### src/hdl/bpc_pkg.sv
package bpc_pkg;

  localparam int unsigned LANES        = 8;
  localparam int unsigned BUTTONS_DEF  = 8;
  localparam int unsigned TIME_W       = 32;
  localparam int unsigned MS_W         = 16;
  localparam int unsigned THR_WORD_W   = 64;
  localparam int unsigned APB_DATA_W   = 64;
  localparam int unsigned APB_ADDR_W   = 5;

  localparam logic [MS_W-1:0]       DEBOUNCE_RST  = 16'd50;
  localparam logic [MS_W-1:0]       SHORT_MAX_RST = 16'd1000;
  localparam logic [THR_WORD_W-1:0] THR_RST       = '0;

  typedef enum logic [1:0] {
    REG_DEBOUNCE  = 2'd0,
    REG_SHORT_MAX = 2'd1,
    REG_THR_LO    = 2'd2,
    REG_THR_HI    = 2'd3
  } bpc_reg_e;

  typedef struct packed {
    logic [TIME_W-1:0] now_ms;
    logic [LANES-1:0]  button_levels;
  } bpc_in_t;

  typedef struct packed {
    logic [LANES-1:0] short_press_mask;
    logic [LANES-1:0] long_press_mask;
  } bpc_out_t;

  typedef struct packed {
    logic [MS_W-1:0]       debounce_time;
    logic [MS_W-1:0]       short_limit;
    logic [THR_WORD_W-1:0] long_thresholds_lo;
    logic [THR_WORD_W-1:0] long_thresholds_hi;
  } bpc_cfg_t;

endpackage

### src/hdl/bpc_regs.sv
module bpc_regs (
  input  logic                              clk_i,
  input  logic                              rst_ni,
  input  logic                              psel,
  input  logic                              penable,
  input  logic                              pwrite,
  input  logic [bpc_pkg::APB_ADDR_W-1:0]    paddr,
  input  logic [bpc_pkg::APB_DATA_W-1:0]    pwdata,
  output logic [bpc_pkg::APB_DATA_W-1:0]    prdata,
  output logic                              pready,
  output bpc_pkg::bpc_cfg_t                 cfg_o
);
  import bpc_pkg::*;

  bpc_cfg_t cfg_q, cfg_d;
  bpc_reg_e reg_sel;
  logic     wr_en;

  assign reg_sel = bpc_reg_e'(paddr[APB_ADDR_W-1:3]);
  assign wr_en   = psel & penable & pwrite;
  assign pready  = 1'b1;

  always_comb begin
    cfg_d = cfg_q;
    if (wr_en) begin
      unique case (reg_sel)
        REG_DEBOUNCE:  cfg_d.debounce_time      = pwdata[MS_W-1:0];
        REG_SHORT_MAX: cfg_d.short_limit        = pwdata[MS_W-1:0];
        REG_THR_LO:    cfg_d.long_thresholds_lo = pwdata[THR_WORD_W-1:0];
        REG_THR_HI:    cfg_d.long_thresholds_hi = pwdata[THR_WORD_W-1:0];
      endcase
    end
  end

  always_comb begin
    unique case (reg_sel)
      REG_DEBOUNCE:  prdata = {{(APB_DATA_W-MS_W){1'b0}}, cfg_q.debounce_time};
      REG_SHORT_MAX: prdata = {{(APB_DATA_W-MS_W){1'b0}}, cfg_q.short_limit};
      REG_THR_LO:    prdata = cfg_q.long_thresholds_lo;
      REG_THR_HI:    prdata = cfg_q.long_thresholds_hi;
    endcase
  end

  always_ff @(posedge clk_i or negedge rst_ni) begin
    if (!rst_ni) begin
      cfg_q.debounce_time      <= DEBOUNCE_RST;
      cfg_q.short_limit        <= SHORT_MAX_RST;
      cfg_q.long_thresholds_lo <= THR_RST;
      cfg_q.long_thresholds_hi <= THR_RST;
    end else begin
      cfg_q <= cfg_d;
    end
  end

  assign cfg_o = cfg_q;

endmodule

### src/hdl/bpc_lane.sv
module bpc_lane (
  input  logic                          clk_i,
  input  logic                          rst_ni,
  input  logic                          step_i,
  input  logic [bpc_pkg::TIME_W-1:0]    now_i,
  input  logic                          level_i,
  input  logic [bpc_pkg::MS_W-1:0]      debounce_i,
  input  logic [bpc_pkg::MS_W-1:0]      short_max_i,
  input  logic [bpc_pkg::MS_W-1:0]      thr_i,
  output logic                          short_o,
  output logic                          long_o
);
  import bpc_pkg::*;

  logic              level_q, level_d;
  logic [TIME_W-1:0] edge_q, edge_d;
  logic [TIME_W-1:0] start_q, start_d;
  logic              held_q, held_d;
  logic              long_q, long_d;

  logic [TIME_W-1:0] since_edge;
  logic [TIME_W-1:0] hold_time;
  logic              changed;
  logic              bounced;

  assign since_edge = now_i - edge_q;
  assign hold_time  = now_i - start_q;
  assign changed    = level_i != level_q;
  assign bounced    = since_edge < {{(TIME_W-MS_W){1'b0}}, debounce_i};

  always_comb begin
    level_d = level_q;
    edge_d  = edge_q;
    start_d = start_q;
    held_d  = held_q;
    long_d  = long_q;
    short_o = 1'b0;
    long_o  = 1'b0;
    if (changed) begin
      // drop an edge that comes too soon after the last accepted one
      if (!bounced) begin
        edge_d  = now_i;
        level_d = level_i;
        if (!level_i) begin
          start_d = now_i;
          held_d  = 1'b1;
          long_d  = 1'b0;
        end else begin
          short_o = held_q & ~long_q &
                    (hold_time < {{(TIME_W-MS_W){1'b0}}, short_max_i});
          start_d = '0;
          held_d  = 1'b0;
        end
      end
    end else if ((thr_i != '0) && !level_i && held_q && !long_q &&
                 (hold_time >= {{(TIME_W-MS_W){1'b0}}, thr_i})) begin
      long_d = 1'b1;
      long_o = 1'b1;
    end
  end

  always_ff @(posedge clk_i or negedge rst_ni) begin
    if (!rst_ni) begin
      level_q <= 1'b1;
      edge_q  <= '0;
      start_q <= '0;
      held_q  <= 1'b0;
      long_q  <= 1'b0;
    end else if (step_i) begin
      level_q <= level_d;
      edge_q  <= edge_d;
      start_q <= start_d;
      held_q  <= held_d;
      long_q  <= long_d;
    end
  end

endmodule

### src/hdl/button_press_classifier.sv
// Button press classifier: each scan item (millisecond timestamp plus eight
// active-low levels) yields one result item with a short-press and a
// long-press mask. Edges closer than the debounce time to a button's last
// accepted edge are ignored; a release held under the short-press limit reports
// a short press unless a long press was already reported; a long press is
// reported once when the hold time reaches that button's 16-bit threshold (zero
// turns it off). Timing: an item is registered in the input register on
// acceptance and its result moves to the output register once that register is
// empty or being emptied (two register stages); one item is taken every cycle
// while the output register is not stalled. Buttons at index BUTTONS and above
// are ignored and read as zero in both masks. Registers sit at byte addresses
// 0, 8, 16 and 24 of the 64-bit APB port; write them only while idle.
module button_press_classifier #(
  parameter int unsigned BUTTONS = bpc_pkg::BUTTONS_DEF
) (
  input  logic                           clk_i,
  input  logic                           rst_ni,
  input  logic                           in_valid_i,
  output logic                           in_ready_o,
  input  bpc_pkg::bpc_in_t               in_data_i,
  output logic                           out_valid_o,
  input  logic                           out_ready_i,
  output bpc_pkg::bpc_out_t              out_data_o,
  input  logic                           psel,
  input  logic                           penable,
  input  logic                           pwrite,
  input  logic [bpc_pkg::APB_ADDR_W-1:0] paddr,
  input  logic [bpc_pkg::APB_DATA_W-1:0] pwdata,
  output logic [bpc_pkg::APB_DATA_W-1:0] prdata,
  output logic                           pready
);
  import bpc_pkg::*;

  bpc_cfg_t cfg;
  bpc_in_t  in_q;
  logic     in_valid_q;
  bpc_out_t out_q, out_d;
  logic     out_valid_q;
  logic     step;

  logic [2*THR_WORD_W-1:0] thr_all;
  logic [LANES-1:0]        short_bits;
  logic [LANES-1:0]        long_bits;

  bpc_regs u_regs (
    .clk_i   (clk_i),
    .rst_ni  (rst_ni),
    .psel    (psel),
    .penable (penable),
    .pwrite  (pwrite),
    .paddr   (paddr),
    .pwdata  (pwdata),
    .prdata  (prdata),
    .pready  (pready),
    .cfg_o   (cfg)
  );

  // advance when the input register holds an item and the output register is empty or being emptied
  assign step       = in_valid_q & (~out_valid_q | out_ready_i);
  assign in_ready_o = ~in_valid_q | step;

  assign thr_all = {cfg.long_thresholds_hi, cfg.long_thresholds_lo};

  for (genvar k = 0; k < LANES; k++) begin : g_lane
    if (k < BUTTONS) begin : g_used
      bpc_lane u_lane (
        .clk_i       (clk_i),
        .rst_ni      (rst_ni),
        .step_i      (step),
        .now_i       (in_q.now_ms),
        .level_i     (in_q.button_levels[k]),
        .debounce_i  (cfg.debounce_time),
        .short_max_i (cfg.short_limit),
        .thr_i       (thr_all[MS_W*k +: MS_W]),
        .short_o     (short_bits[k]),
        .long_o      (long_bits[k])
      );
    end else begin : g_unused
      assign short_bits[k] = 1'b0;
      assign long_bits[k]  = 1'b0;
    end
  end

  always_comb begin
    out_d.short_press_mask = short_bits;
    out_d.long_press_mask  = long_bits;
  end

  always_ff @(posedge clk_i or negedge rst_ni) begin
    if (!rst_ni) begin
      in_valid_q  <= 1'b0;
      out_valid_q <= 1'b0;
    end else begin
      if (in_ready_o) begin
        in_valid_q <= in_valid_i;
      end
      if (step) begin
        out_valid_q <= 1'b1;
      end else if (out_ready_i) begin
        out_valid_q <= 1'b0;
      end
    end
  end

  always_ff @(posedge clk_i) begin
    if (in_valid_i && in_ready_o) begin
      in_q <= in_data_i;
    end
    if (step) begin
      out_q <= out_d;
    end
  end

  assign out_valid_o = out_valid_q;
  assign out_data_o  = out_q;

endmodule

### config.mk
export PLATFORM = sky130hd
export DESIGN_NAME = button_press_classifier
export DESIGN_NICKNAME = d
export VERILOG_FILES = /design/src/hdl/bpc_pkg.sv /design/src/hdl/bpc_regs.sv /design/src/hdl/bpc_lane.sv /design/src/hdl/button_press_classifier.sv
export SDC_FILE = /design/constraint.sdc
export NUM_CORES = 2
export LEC_CHECK = 0
export ABC_AREA = 1
export BUFFER_PORTS_ARGS = -buffer_cell sky130_fd_sc_hd__buf_2
export CAP_MARGIN = 20
export CORE_ASPECT_RATIO = 1.25
export CORE_MARGIN = 3
export CORE_UTILIZATION = 36
export CTS_BUF_LIST = sky130_fd_sc_hd__clkbuf_8
export DETAILED_ROUTE_END_ITERATION = 7
export GPL_TIMING_DRIVEN = 0
export SYNTH_ARGS = -nofsm -noshare
export SYNTH_HDL_FRONTEND = slang
export SYNTH_HIERARCHICAL = 1
export SYNTH_SLANG_ARGS = --single-unit
### constraint.sdc
create_clock -name clk_i -period 6.6 [get_ports clk_i]
set_input_delay 0.33 -clock clk_i [delete_from_list [all_inputs] [get_ports clk_i]]
set_output_delay 0.33 -clock clk_i [all_outputs]
set_load 0.01 [all_outputs]
==> summary.txt <==
Global route
  • Vias in the first global route: 79,275
  • Pin count of the biggest net entering global routing: 111
  • Total GRT Usage: 0.2619
  • Grt total ovfl: 0
  • First-pass GRT wire length: 464,300 um
  • Initial antenna violation count: 11

Yosys
  • Mapped Cells: 13,424
  • Synthesized flop and latch total: 754
  • Top-count cell post-synth: nand2_1
  • Synth top cells by count: nand2_1, inv_1, ha_1, nor2_1, dfrtp_1
  • Number of synthesized flops with an enable pin: 56
  • Synth area leaders: nand2_1, dfrtp_1, ha_1
  • Post-synth top flop: dfrtp_1
  • Avg Inst Size Synth: 6.023 um^2
  • Mapped Area: 80,860 um^2
  • Netlist cell types: 52
  • Area leader, netlist: nand2_1
  • Yosys top cell area share: 0.2493
  • Mapped Nets: 14,428
  • Yosys warns: 6
  • FFs w/ async S/R, synth: 0.9257
  • Post-synthesis sequential area ratio: 0.2371

Die
  • Die Span Y: 535.9 um
  • Die W: 429.9 um
  • Initial Util: 0.3636
  • Core box area: 222,400 um^2
  • Die Area: 230,400 um^2
  • Row count: 193
  • Ports: 199

Detailed routing
  • DR vias: 83,177
  • Pre-antenna DRT Iters: 8
  • Total wire length: 308,300 um
  • Vias/cell: 4.865
  • 1st-iter DRT viols: 6,016
  • DR WL/cell: 18.04 um
  • ANT nets after route: 0
  • DRC Markers: 0

STA
  • Worst-Margin Slew: 1.225 ns
  • Max Clk Rate: 183.5 MHz
  • Final setup TNS: 0 ns
  • Clock skew: 0.07210 ns
  • Slew margin rel.: 0.1832
  • Setup Viol. Count Final: 0
  • Final worst slack: 1.151 ns
  • Max Slew Vio Count: 0
  • Unrepaired setup endpoints after global routing: no
  • Hold WS: 0.1138 ns
  • Minimum clock period: 5.450 ns
  • Final period util: 0.8257
  • Fin. Hold Viols: 0

Clocking
  • Worst-case clock buffer depth: 3
  • CTS buffer count: 148
  • CTS tree: done
  • CTS HTree Levels: 4
  • Clk sinks: 754
  • Worst skew pair latency: 0.99 ns
  • Setup repair bufs after CTS: 0
  • Root buf cell: clkbuf_8
  • Worst-path clk slew: 0.06 ns

Worst setup path
  • Crit path to: g_lane[1].g_used.u_lane/edge_q[24]
  • CP peak stage delay: 0.76 ns
  • Crit Path Max Fanout: 10
  • Origin of the critical flop-to-flop path: in_q[8]
  • Crit-path most repeated cell: nand2_1
  • CP startpoint: in_q[8]
  • R2R depth: 29
  • Slowest-stage cell, CP: edfxtp_1
  • CP Launch Type: flip-flop
  • R2r setup slk: 1.15 ns
  • Crit Path Class: reg -> reg
  • Crit end category: flip-flop
  • CP Data Arrival Time: 6.27 ns
  • FF-to-FF End: g_lane[1].g_used.u_lane/edge_q[24]
  • CP required: 7.42 ns

Worst hold path
  • Hold Path Class: in -> reg

Final layout
  • Area of the multi-input gates: 49,710 um^2
  • Nets: 15,050
  • Final Cell Area: 93,630 um^2
  • Storage cell area: 19,170 um^2
  • Share of post-route cells with drive strength above 1: 0.06467
  • # fillers: 24,130
  • Layout Utilization: 0.4210
  • Layout Area Growth over Synthesis: 15.80%
  • Fin cells: 17,097

Place
  • Dpl cells: 16,673
  • Placed cell area: 88,940 um^2
  • Gpl congestion: 0.9796
  • Pre-CTS setup slack: 1.096 ns
  • Post-detail-place hpwl: 252,400 um
  • Port bufs: 192

Pwr
  • P per Cell Area: 458.8 nW/um^2
  • Leakage power total: 53.70 nW
  • Final total power: 42.96 mW
  • Worst VDD drop: 0.0001670 V

Flow run
  • Maxcap violations: 0

Outcome
  • Status: complete, no violations
[timing repair]
| item | 4_1_cts | 5_1_grt |
|---|---|---|
| hold buffers | 148 | 0 |
| resized for setup | 0 | 0 |
| endpoints found under the hold margin | 457 | 0 |
[worst min path at each step]
stage                              startpoint  slack [ns]  cells past startpoint                             endpoint
6_report                         in_data_i[2]        0.11                      2                              in_q[2]
5_1_grt                          in_data_i[2]        0.09                      2                              in_q[2]
4_1_cts                         in_data_i[24]       0.001                      2                             in_q[24]
3_5_place_dp                           rst_ni        0.30                      1  g_lane[4].g_used.u_lane/start_q[23]
3_3_place_gp   g_lane[3].g_used.u_lane/long_q        0.46                      2       g_lane[3].g_used.u_lane/long_q
2_1_floorplan                          rst_ni        0.03                      0    g_lane[0].g_used.u_lane/edge_q[0]
[area by class of cell]
type                    instances  share of cell area
multi-input cells            9691              0.5309
flip-flops and latches        754              0.2048
diodes                          8           0.0002138
repair buffers                472             0.06304
plain buffers                 193             0.01632
clock inverters               100            0.009180
well taps                    2925             0.03909
inverters                    2786              0.1118
clock buffers                 168             0.02469
[state kept, by name, indices dropped and copies added, names as in the netlist]
signal                        cells
g_lane.g_used.u_lane/edge_q     256
g_lane.g_used.u_lane/held_q       8
g_lane.g_used.u_lane/level_q      8
g_lane.g_used.u_lane/long_q       8
g_lane.g_used.u_lane/start_q    256
in_q                             40
in_valid_q                        1
out_data_o                       16
out_valid_o                       1
u_regs/cfg_o                    160
[where the power goes]
group          leakage [nW]  switching (mW)  internal [mW]
registers              9.36            1.33           6.47
logic                  42.6            19.2           10.8
clock network          1.77            2.46           2.78
total                  53.7            22.9           20.0
[kinds of logic after synthesis]
logic type               after synthesis  share of synthesized area
AO/OA/AOI/OAI                       1198                    0.07774
adder cells (fa/ha/maj)              888                     0.1389
other                                  1                 0.00004638
flip-flops                           754                     0.2371
AND/OR/NAND/NOR                     7367                     0.3722
buffers and inverters               2979                     0.1484
XOR/XNOR                             237                    0.02567
[worst max-delay path: cells and delay by family, from the launching register on]
| family | cells | cell delay, ns |
|---|---|---|
| AND/OR/NAND/NOR | 16 | 1.79 |
| buffers and inverters | 6 | 1.10 |
| adder cells (fa/ha/maj) | 3 | 1.01 |
| flip-flops | 1 | 0.76 |
| AO/OA/AOI/OAI | 3 | 0.43 |
| XOR/XNOR | 1 | 0.16 |
[layer usage]
metal / GRT usage / part of all wire / up-vias
met5: 0 / 0.000068 / -
met4: 0.1422 / 0.059 / 4
met3: 0.03458 / 0.055 / 672
met2: 0.4494 / 0.47 / 2247
met1: 0.3174 / 0.42 / 37795
li1: - / - / 42459
[placed cells by master (no fill, tap or decap), types with 82 or more instances in the layout]
cell type	synthesis	routed
ha_1	872	872
xor2_1	215	215
nand4_1	182	182
nand3_1	608	608
nor2_1	799	799
buf_2	24	215
o21ai_0	296	296
o21ai_1	311	311
and2_1	86	86
inv_1	2741	2777
nand2_1	5370	5370
buf_6	88	88
buf_16	0	113
dfrtp_1	681	678
nor3_1	83	82
dlygate4sd3_1	0	147
clkbuf_8	0	168
a21oi_1	471	470
Note: power is estimated with default switching activity, not from simulation.
